[config.mk]
export PLATFORM = sky130hd
export DESIGN_NAME = stuffed_bit_writer_unit
export DESIGN_NICKNAME = d
export VERILOG_FILES = /design/src/rtl/core/sbw_pkg.sv /design/src/rtl/core/stuffed_bit_writer_unit.sv /design/src/rtl/core/sbw_front.sv /design/src/rtl/core/sbw_queue.sv /design/src/rtl/core/sbw_back.sv
export SDC_FILE = /design/constraint.sdc
export NUM_CORES = 1
export LEC_CHECK = 0
export BUFFER_PORTS_ARGS = -buffer_cell sky130_fd_sc_hd__buf_2
export CAP_MARGIN = 20
export CORE_UTILIZATION = 58
export CTS_CLUSTER_DIAMETER = 60
export DETAILED_ROUTE_END_ITERATION = 16
export PLACE_DENSITY = 0.86
export SLEW_MARGIN = 0
export SYNTH_ARGS = -nofsm -noshare
export SYNTH_HDL_FRONTEND = slang
export SYNTH_HIERARCHICAL = 1
export SYNTH_SLANG_ARGS = --single-unit
[constraint.sdc]
create_clock -name clk -period 4.2 [get_ports clk]
set_input_delay 0.84 -clock clk [delete_from_list [all_inputs] [get_ports clk]]
set_output_delay 0.84 -clock clk [all_outputs]
set_load 0.02 [all_outputs]
[src/rtl/core/sbw_pkg.sv]
package sbw_pkg;

  // Field widths of one input item and one result item
  localparam int unsigned VALUE_W = 32;
  localparam int unsigned COUNT_W = 6;
  localparam int unsigned BYTE_W  = 8;

  // Largest legal bit count of a write
  localparam logic [COUNT_W-1:0] MAX_FIELD_BITS = 6'd32;

  // Operation codes carried on the input tuser
  localparam logic OP_WRITE = 1'b0;
  localparam logic OP_FLUSH = 1'b1;

  // Configuration register indexes (byte address / 4)
  localparam logic REG_LIMIT_ENABLE = 1'b0;
  localparam logic REG_BYTE_LIMIT   = 1'b1;

  // Bit stuffing constants
  localparam logic [BYTE_W-1:0] MARKER_BYTE  = 8'hFF;
  localparam logic [3:0]        FULL_BITS    = 4'd8;
  localparam logic [3:0]        STUFFED_BITS = 4'd7;

  // Command queue between front and back
  localparam int unsigned QDEPTH = 2;
  localparam int unsigned QPTR_W = (QDEPTH > 1) ? $clog2(QDEPTH) : 1;
  localparam int unsigned QCNT_W = $clog2(QDEPTH + 1);

  typedef enum logic {
    KIND_WRITE,
    KIND_FLUSH
  } kind_t;

  typedef struct packed {
    kind_t              kind;
    logic [VALUE_W-1:0] value;
    logic [COUNT_W-1:0] count;
  } cmd_t;

  typedef struct packed {
    logic [BYTE_W-1:0] data;
    logic              err;
    logic              last;
  } result_t;

  typedef enum logic [1:0] {
    BK_IDLE,
    BK_WRITE,
    BK_FLUSH,
    BK_FLUSH_EXTRA
  } back_state_t;

endpackage

[src/rtl/core/stuffed_bit_writer_unit.sv]
// Channel     | Direction | Handshake                    | Contents
// s_axis      | in        | s_axis_tvalid/s_axis_tready  | write or flush command
// m_axis      | out       | m_axis_tvalid/m_axis_tready  | one stuffed byte or an error
// APB         | in/out    | psel/penable, pready = 1     | limit_enable, byte_limit
//
// A write of N bits leaves the command queue in the idle state and then passes through
// the back-end sequencer, one bit placed per cycle while the output does not stall.
// A flush emits the partial byte, then a zero byte in BK_FLUSH_EXTRA if it was 0xFF.
// Writes with a zero or oversized count are accepted and dropped at the front.
// Synchronous active-high reset clears the partial byte, sets eight free bits and zeroes
// the byte counter; no clearing pass. Stalls on m_axis hold the sequencer only when a
// byte is due; the two-entry queue keeps accepting commands meanwhile until it is full.
module stuffed_bit_writer_unit #(
  parameter int unsigned COUNT_BITS = 32
) (
  input  logic        clk,
  input  logic        rst,
  // APB configuration port
  input  logic        psel,
  input  logic        penable,
  input  logic        pwrite,
  input  logic [2:0]  paddr,
  input  logic [31:0] pwdata,
  output logic [31:0] prdata,
  output logic        pready,
  // Input stream
  input  logic        s_axis_tvalid,
  output logic        s_axis_tready,
  input  logic [39:0] s_axis_tdata,   // [31:0] field_value, [37:32] bit_count, [39:38] zero
  input  logic        s_axis_tuser,   // [0] operation
  // Output stream
  output logic        m_axis_tvalid,
  input  logic        m_axis_tready,
  output logic [7:0]  m_axis_tdata,   // [7:0] out_byte
  output logic        m_axis_tuser,   // [0] overflow_error
  output logic        m_axis_tlast    // last result of the command
);

  logic             limit_enable;
  logic [31:0]      byte_limit;
  logic             cfg_write;

  logic             q_push;
  logic             q_full;
  logic             q_pop;
  logic             q_empty;
  sbw_pkg::cmd_t    push_cmd;
  sbw_pkg::cmd_t    pop_cmd;
  sbw_pkg::result_t res;

  // Register file: write on the access phase of an APB transfer
  assign pready    = 1'b1;
  assign cfg_write = psel && penable && pwrite && pready;

  always_ff @(posedge clk) begin
    if (rst) begin
      limit_enable <= 1'b0;
      byte_limit   <= 32'hFFFF_FFFF;
    end else if (cfg_write) begin
      case (paddr[2])
        sbw_pkg::REG_LIMIT_ENABLE: limit_enable <= pwdata[0];
        sbw_pkg::REG_BYTE_LIMIT:   byte_limit   <= pwdata;
        default:                   limit_enable <= limit_enable;
      endcase
    end
  end

  always_comb begin
    case (paddr[2])
      sbw_pkg::REG_LIMIT_ENABLE: prdata = {31'd0, limit_enable};
      sbw_pkg::REG_BYTE_LIMIT:   prdata = byte_limit;
      default:                   prdata = '0;
    endcase
  end

  // Front: classify each transfer, drop writes with an empty or oversized count
  sbw_front u_front (
    .in_valid (s_axis_tvalid),
    .in_ready (s_axis_tready),
    .in_op    (s_axis_tuser),
    .in_value (s_axis_tdata[31:0]),
    .in_count (s_axis_tdata[37:32]),
    .q_full   (q_full),
    .q_push   (q_push),
    .q_cmd    (push_cmd)
  );

  // Decouple front and back so each side can stall on its own
  sbw_queue u_queue (
    .clk      (clk),
    .rst      (rst),
    .push     (q_push),
    .push_cmd (push_cmd),
    .full     (q_full),
    .pop      (q_pop),
    .empty    (q_empty),
    .pop_cmd  (pop_cmd)
  );

  // Back: bit-serial packer with stuffing, limit check and output register
  sbw_back #(
    .COUNT_BITS (COUNT_BITS)
  ) u_back (
    .clk          (clk),
    .rst          (rst),
    .limit_enable (limit_enable),
    .byte_limit   (byte_limit),
    .q_empty      (q_empty),
    .q_cmd        (pop_cmd),
    .q_pop        (q_pop),
    .res_valid    (m_axis_tvalid),
    .res_ready    (m_axis_tready),
    .res          (res)
  );

  assign m_axis_tdata = res.data;
  assign m_axis_tuser = res.err;
  assign m_axis_tlast = res.last;

endmodule

[src/rtl/core/sbw_front.sv]
module sbw_front (
  input  logic                        in_valid,
  output logic                        in_ready,
  input  logic                        in_op,
  input  logic [sbw_pkg::VALUE_W-1:0] in_value,
  input  logic [sbw_pkg::COUNT_W-1:0] in_count,
  input  logic                        q_full,
  output logic                        q_push,
  output sbw_pkg::cmd_t               q_cmd
);

  logic keep;

  // Drop writes that move no bit (empty or oversized count)
  always_comb begin
    q_cmd.value = in_value;
    q_cmd.count = in_count;
    if (in_op == sbw_pkg::OP_FLUSH) begin
      q_cmd.kind = sbw_pkg::KIND_FLUSH;
      keep       = 1'b1;
    end else begin
      q_cmd.kind = sbw_pkg::KIND_WRITE;
      keep       = (in_count != '0) && (in_count <= sbw_pkg::MAX_FIELD_BITS);
    end
  end

  assign in_ready = !q_full;
  assign q_push   = in_valid && !q_full && keep;

endmodule

[src/rtl/core/sbw_queue.sv]
module sbw_queue (
  input  logic          clk,
  input  logic          rst,
  input  logic          push,
  input  sbw_pkg::cmd_t push_cmd,
  output logic          full,
  input  logic          pop,
  output logic          empty,
  output sbw_pkg::cmd_t pop_cmd
);

  sbw_pkg::cmd_t                entries [sbw_pkg::QDEPTH];
  logic [sbw_pkg::QPTR_W-1:0]   wr_ptr;
  logic [sbw_pkg::QPTR_W-1:0]   rd_ptr;
  logic [sbw_pkg::QCNT_W-1:0]   fill;
  logic                         do_push;
  logic                         do_pop;

  assign full    = (fill == sbw_pkg::QCNT_W'(sbw_pkg::QDEPTH));
  assign empty   = (fill == '0);
  assign do_push = push && !full;
  assign do_pop  = pop && !empty;
  assign pop_cmd = entries[rd_ptr];

  always_ff @(posedge clk) begin
    if (do_push) begin
      entries[wr_ptr] <= push_cmd;
    end
  end

  always_ff @(posedge clk) begin
    if (rst) begin
      wr_ptr <= '0;
      rd_ptr <= '0;
      fill   <= '0;
    end else begin
      if (do_push) begin
        wr_ptr <= (wr_ptr == sbw_pkg::QPTR_W'(sbw_pkg::QDEPTH - 1)) ? '0 : wr_ptr + 1'b1;
      end
      if (do_pop) begin
        rd_ptr <= (rd_ptr == sbw_pkg::QPTR_W'(sbw_pkg::QDEPTH - 1)) ? '0 : rd_ptr + 1'b1;
      end
      case ({do_push, do_pop})
        2'b10:   fill <= fill + 1'b1;
        2'b01:   fill <= fill - 1'b1;
        default: fill <= fill;
      endcase
    end
  end

endmodule

[src/rtl/core/sbw_back.sv]
module sbw_back #(
  parameter int unsigned COUNT_BITS = 32
) (
  input  logic                  clk,
  input  logic                  rst,
  input  logic                  limit_enable,
  input  logic [31:0]           byte_limit,
  input  logic                  q_empty,
  input  sbw_pkg::cmd_t         q_cmd,
  output logic                  q_pop,
  output logic                  res_valid,
  input  logic                  res_ready,
  output sbw_pkg::result_t      res
);

  localparam int unsigned CMP_W = (COUNT_BITS > 32) ? COUNT_BITS : 32;

  sbw_pkg::back_state_t              state;
  sbw_pkg::back_state_t              state_next;
  logic [sbw_pkg::BYTE_W-1:0]        partial_byte;
  logic [sbw_pkg::BYTE_W-1:0]        partial_byte_next;
  logic [3:0]                        bits_free;
  logic [3:0]                        bits_free_next;
  logic [COUNT_BITS-1:0]             bytes_emitted;
  logic [COUNT_BITS-1:0]             bytes_emitted_next;
  logic [sbw_pkg::VALUE_W-1:0]       value;
  logic [sbw_pkg::VALUE_W-1:0]       value_next;
  logic [sbw_pkg::COUNT_W-1:0]       remaining;
  logic [sbw_pkg::COUNT_W-1:0]       remaining_next;
  logic                              res_valid_next;
  sbw_pkg::result_t                  res_next;

  logic [CMP_W-1:0]                  count_ext;
  logic [CMP_W-1:0]                  limit_ext;
  logic                              limit_hit;
  logic                              need_emit;
  logic                              out_free;
  logic                              stall;
  logic                              cur_bit;
  logic [$clog2(sbw_pkg::VALUE_W)-1:0] bit_idx;
  logic [3:0]                        emit_free;

  assign count_ext = CMP_W'(bytes_emitted);
  assign limit_ext = CMP_W'(byte_limit);
  assign limit_hit = limit_enable && (count_ext >= limit_ext);
  assign need_emit = ((state == sbw_pkg::BK_WRITE) && (bits_free == '0)) ||
                     (state == sbw_pkg::BK_FLUSH) || (state == sbw_pkg::BK_FLUSH_EXTRA);
  assign out_free  = !res_valid || res_ready;
  assign stall     = need_emit && !out_free;
  assign bit_idx   = ($clog2(sbw_pkg::VALUE_W))'(remaining - 1'b1);
  assign cur_bit   = value[bit_idx];
  assign emit_free = (partial_byte == sbw_pkg::MARKER_BYTE) ? sbw_pkg::STUFFED_BITS
                                                            : sbw_pkg::FULL_BITS;

  always_comb begin
    state_next = state;
    case (state)
      sbw_pkg::BK_IDLE: begin
        if (!q_empty) begin
          state_next = (q_cmd.kind == sbw_pkg::KIND_FLUSH) ? sbw_pkg::BK_FLUSH
                                                           : sbw_pkg::BK_WRITE;
        end
      end
      sbw_pkg::BK_WRITE: begin
        if (!stall) begin
          if ((need_emit && limit_hit) || (remaining == sbw_pkg::COUNT_W'(1))) begin
            state_next = sbw_pkg::BK_IDLE;
          end
        end
      end
      sbw_pkg::BK_FLUSH: begin
        if (!stall) begin
          if (!limit_hit && (partial_byte == sbw_pkg::MARKER_BYTE)) begin
            state_next = sbw_pkg::BK_FLUSH_EXTRA;
          end else begin
            state_next = sbw_pkg::BK_IDLE;
          end
        end
      end
      sbw_pkg::BK_FLUSH_EXTRA: begin
        if (!stall) begin
          state_next = sbw_pkg::BK_IDLE;
        end
      end
      default: state_next = sbw_pkg::BK_IDLE;
    endcase
  end

  always_comb begin
    q_pop              = 1'b0;
    partial_byte_next  = partial_byte;
    bits_free_next     = bits_free;
    bytes_emitted_next = bytes_emitted;
    value_next         = value;
    remaining_next     = remaining;
    res_valid_next     = res_valid && !res_ready;
    res_next           = res;
    case (state)
      sbw_pkg::BK_IDLE: begin
        q_pop          = !q_empty;
        value_next     = q_cmd.value;
        remaining_next = q_cmd.count;
      end
      sbw_pkg::BK_WRITE: begin
        if (!stall) begin
          if (need_emit) begin
            res_valid_next = 1'b1;
            if (limit_hit) begin
              res_next.data = '0;
              res_next.err  = 1'b1;
              res_next.last = 1'b1;
            end else begin
              res_next.data = partial_byte;
              res_next.err  = 1'b0;
              res_next.last = (remaining <= sbw_pkg::COUNT_W'(emit_free));
              if (limit_enable) begin
                bytes_emitted_next = bytes_emitted + 1'b1;
              end
              partial_byte_next = sbw_pkg::BYTE_W'(cur_bit) << 3'(emit_free - 1'b1);
              bits_free_next    = emit_free - 1'b1;
              remaining_next    = remaining - 1'b1;
            end
          end else begin
            partial_byte_next = partial_byte |
                                (sbw_pkg::BYTE_W'(cur_bit) << 3'(bits_free - 1'b1));
            bits_free_next    = bits_free - 1'b1;
            remaining_next    = remaining - 1'b1;
          end
        end
      end
      sbw_pkg::BK_FLUSH, sbw_pkg::BK_FLUSH_EXTRA: begin
        if (!stall) begin
          res_valid_next = 1'b1;
          if (limit_hit) begin
            res_next.data = '0;
            res_next.err  = 1'b1;
            res_next.last = 1'b1;
          end else begin
            res_next.data = partial_byte;
            res_next.err  = 1'b0;
            res_next.last = (state == sbw_pkg::BK_FLUSH_EXTRA) ||
                            (partial_byte != sbw_pkg::MARKER_BYTE);
            if (limit_enable) begin
              bytes_emitted_next = bytes_emitted + 1'b1;
            end
            partial_byte_next = '0;
            bits_free_next    = emit_free;
          end
        end
      end
      default: begin
        q_pop = 1'b0;
      end
    endcase
  end

  always_ff @(posedge clk) begin
    if (rst) begin
      state         <= sbw_pkg::BK_IDLE;
      partial_byte  <= '0;
      bits_free     <= sbw_pkg::FULL_BITS;
      bytes_emitted <= '0;
      res_valid     <= 1'b0;
    end else begin
      state         <= state_next;
      partial_byte  <= partial_byte_next;
      bits_free     <= bits_free_next;
      bytes_emitted <= bytes_emitted_next;
      res_valid     <= res_valid_next;
    end
  end

  always_ff @(posedge clk) begin
    value     <= value_next;
    remaining <= remaining_next;
    res       <= res_next;
  end

  a_err_is_last: assert property (@(posedge clk) disable iff (rst)
    res_valid && res.err |-> res.last)
    else $error("error result not marked last");

  a_err_byte_zero: assert property (@(posedge clk) disable iff (rst)
    res_valid && res.err |-> (res.data == '0))
    else $error("error result carries a nonzero byte");

  a_bits_free_range: assert property (@(posedge clk) disable iff (rst)
    bits_free <= sbw_pkg::FULL_BITS)
    else $error("free bit count out of range");

  a_no_count_unlimited: assert property (@(posedge clk) disable iff (rst)
    !limit_enable |=> $stable(bytes_emitted))
    else $error("byte counter moved in unlimited mode");

endmodule
==> summary.md <==
| Metric | Value |
|---|---|
| Reg area | 5490 um^2 |
| Crit Path Max Fanout | 20 |
| Fill count | ~1300 |
| First-pass GRT wire length | 29700 um |
| Clock Skew | 0.0122 ns |
| Final period util | 0.746 |
| Data arrival, critical path | 3.52 ns |
| Share of cells above drive strength 1 | 0.240 |
| Gr ovfl total | 0 |
| Post-synth top flop | edfxtp_1 |
| Die area | 18200 um^2 |
| Cell count after synthesis | 907 |
| Die Y | ~140 um |
| Multi-input logic area | 4050 um^2 |
| CTS tree | yes |
| Synth warnings | 6 |
| Fmax | 319 MHz |
| Mapped Nets | 1032 |
| CP peak stage delay | 0.50 ns |
| Hold Buf Count CTS | 0 |
| Library cells used by synthesis | 75 |
| Leakage power | 4.71 nW |
| Crit-path slowest cell | or4b_1 |
| Synth top area share | 0.369 |
| Netlist Area Pre-Place | 10300 um^2 |
| Drt initial violations | 422 |
| Port bufs | 122 |
| Max Cap Violations | 0 |
| Most common cell after layout, fill and taps aside | edfxtp_1 |
| Number of global-route vias before repair | 6342 |
| Post-synth ARST share | 0 |
| Final #Nets | between 1000 and 1500 |
| Site Rows | 48 |
| Crit path time final | 3.14 ns |
| Root Buffer | clkbuf_16 |
| Core Footprint | around 17000 um^2 |
| Post-synthesis register bit count | 211 |
| Status | complete, no violations |
| Routed Antenna Nets | 0 |
| CP endpoint kind | register |
| Worst-margin pin slew | 1.01 ns |
| Wire per inst | 15.0 um |
| DP Wirelength | 12300 um |
| Buffers & Inverters on Critical Path | 2 |
| Largest net degree at the start of global routing | 83 |
| CTS Sinks | 211 |
| CTS H-tree depth | 1 |
| # IOs | 128 |
| Vias/cell | 5.47 |
| Total Wirelength | 18400 um |
| Hold WS | just under 0.5 ns |
| Vias | ~6700 |
| Max VDD drop | 0.492 mV |
| Critical path cell sequence | inv_1 -> ha_1 -> nand4_1 -> nor3_1 -> or4b_1 -> a31oi_1 -> buf_4 -> o21ai_1 -> and3_1 -> o311a_1 |
| Placer Congestion | about 0.79 |
| Setup violators final | 0 |
| CP startpoint kind | register |
| Pwr Density | ~560 nW/um^2 |
| Top cells by area, synth | edfxtp_1, dfxtp_1, ha_1 |
| First drt pass iteration count | 4 |
| Total GRT Usage | 0.202 |
| Worst min-delay path class | register to register |
| CTS max path bufs | 3 |
| TNS Setup | 0 ns |
| Post-Route Utilization | 0.662 |
| Unrepaired setup endpoints after global routing | false |
| Clock buffer count from CTS | 23 |
| Die Width | between 100 and 150 um |
| Initial core utilization | 0.594 |
| Worst path required time | 4.58 ns |
| Post-synth EDFFs | between 100 and 150 |
| Crit Path Category | register to register |
| Initial antenna violation count | 2 |
| Relative slew margins | 0.329 |
| Avg Inst Size Synth | about 11 um^2 |
| Clock insertion delay at the later pin of the skew report | 0.50 ns |
| Pre-CTS setup slack | 1.10 ns |
| Fin worst setup slack | 1.06 ns |
| Clock Pin Slew Worst Setup and Hold Paths | 0.07 ns |
| Delay-heaviest family, CP | simple AND/OR/NAND/NOR gates |
| Synth area leader | edfxtp_1 |
| # resized after CTS | 0 |
| Final hold vios | 0 |
| Area Overhead vs Synth | 11.6% |
| Setup Fix Bufs, Post-CTS | 0 |
| DRC viols | 0 |
| Final Max Slew Viols | 0 |
| Sequential area share after synthesis | 0.534 |
| Commonest non-fill, non-tap cells in the layout | edfxtp_1, buf_2, nor2_1 |
[worst min-delay path, cell delays in order, from the launching register on]
cell,delay [ns]
dfxtp_1,0.31
o21ai_0,0.07
a21oi_1,0.06
[through the flow]
stage | power [mW] | instance area [um^2] | std cells
3_5_place_dp | 4.45 | 10700 | 1182
3_3_place_gp | 4.39 | 10700 | 1182
6_report | 6.43 | 11500 | 1226
4_1_cts | 6.47 | 11500 | 1223
5_1_grt | 6.75 | 11500 | 1224
2_1_floorplan | 4.05 | 10300 | 907
[kinds of logic (layout without fill, tap and decap cells)]
logic type,after synthesis,after routing,share of synthesized area
and+or+nand+nor,304,304,0.154
DFF,211,211,0.534
buffers and inverters,133,224,0.0714
AOI/OAI and AO/OA,97,97,0.0603
muxes,95,95,0.108
adders and majority gates,42,42,0.0512
xor gates and xnor gates,24,24,0.0205
other,1,4,0.000365
[cell usage after synthesis, types with 5 or more instances]
cell type / instances
nor3_1: 15
edfxtp_1: 126
xnor2_1: 19
o21a_1: 6
nand2b_1: 8
xor2_1: 5
and3_1: 11
a31oi_1: 5
a22oi_1: 5
buf_2: 7
mux2_2: 46
nand3_1: 17
clkbuf_1: 24
inv_1: 51
nand4_1: 11
dfxtp_1: 85
o21ai_0: 21
mux4_2: 8
mux2i_1: 41
buf_4: 43
or4_1: 6
and2_1: 42
nor2b_1: 8
a21oi_1: 32
a41oi_1: 5
o31ai_1: 5
nor2_1: 106
ha_1: 42
nor4_1: 11
nand2_1: 39
[worst paths after layout]
check / to / start / cells after the start / slack [ns]
setup / recovery: u_back/partial_byte[6]$_SDFFE_PP0P_ / byte_limit[14]$_SDFFE_PP1P_ / 10 / 1.06
hold reg to reg: u_queue/wr_ptr$_SDFFE_PP0P_ / u_queue/wr_ptr$_SDFFE_PP0P_ / 2 / 0.48
hold / removal: u_queue/wr_ptr$_SDFFE_PP0P_ / u_queue/wr_ptr$_SDFFE_PP0P_ / 2 / 0.48
setup reg to reg: u_back/partial_byte[6]$_SDFFE_PP0P_ / byte_limit[14]$_SDFFE_PP1P_ / 10 / 1.06
[report_power, final]
group	total, mW	switching (mW)	internal [mW]	leakage, nW
clock	2.01	0.807	1.20	0.364
combinational	1.57	0.881	0.690	2.45
sequential	2.85	0.187	2.66	1.90
[metal layers]
| layer | share of wire | global-route usage |
|---|---|---|
| met1 | 0.44 | 0.260 |
| met2 | 0.49 | 0.341 |
| met3 | 0.041 | 0.0402 |
| met4 | 0.021 | 0.0662 |
| met5 | 0 | 0 |
[flip-flops by register name, summed over array words and instances (netlist names), named ones only]
signal                flops
u_back/value             32
byte_limit               32
u_queue/wr_ptr            1
u_queue/entries          78
u_back/state              2
u_back/res_valid          1
limit_enable              1
u_back/res               10
u_queue/rd_ptr            1
u_queue/fill              2
u_back/bits_free          4
u_back/partial_byte       8
u_back/remaining          6
u_back/bytes_emitted     32
[cell type report]
| class | count | area share |
|---|---|---|
| antenna | 3 | 0.000655 |
| clock inverter | 14 | 0.0149 |
| clock buffer | 27 | 0.0515 |
| multi-input combinational | 563 | 0.354 |
| sequential | 211 | 0.479 |
| tap | 225 | 0.0246 |
| timing repair buffer | 130 | 0.0587 |
| inverter | 53 | 0.0174 |
No activity file was read; power rests on OpenSTA's default activity.
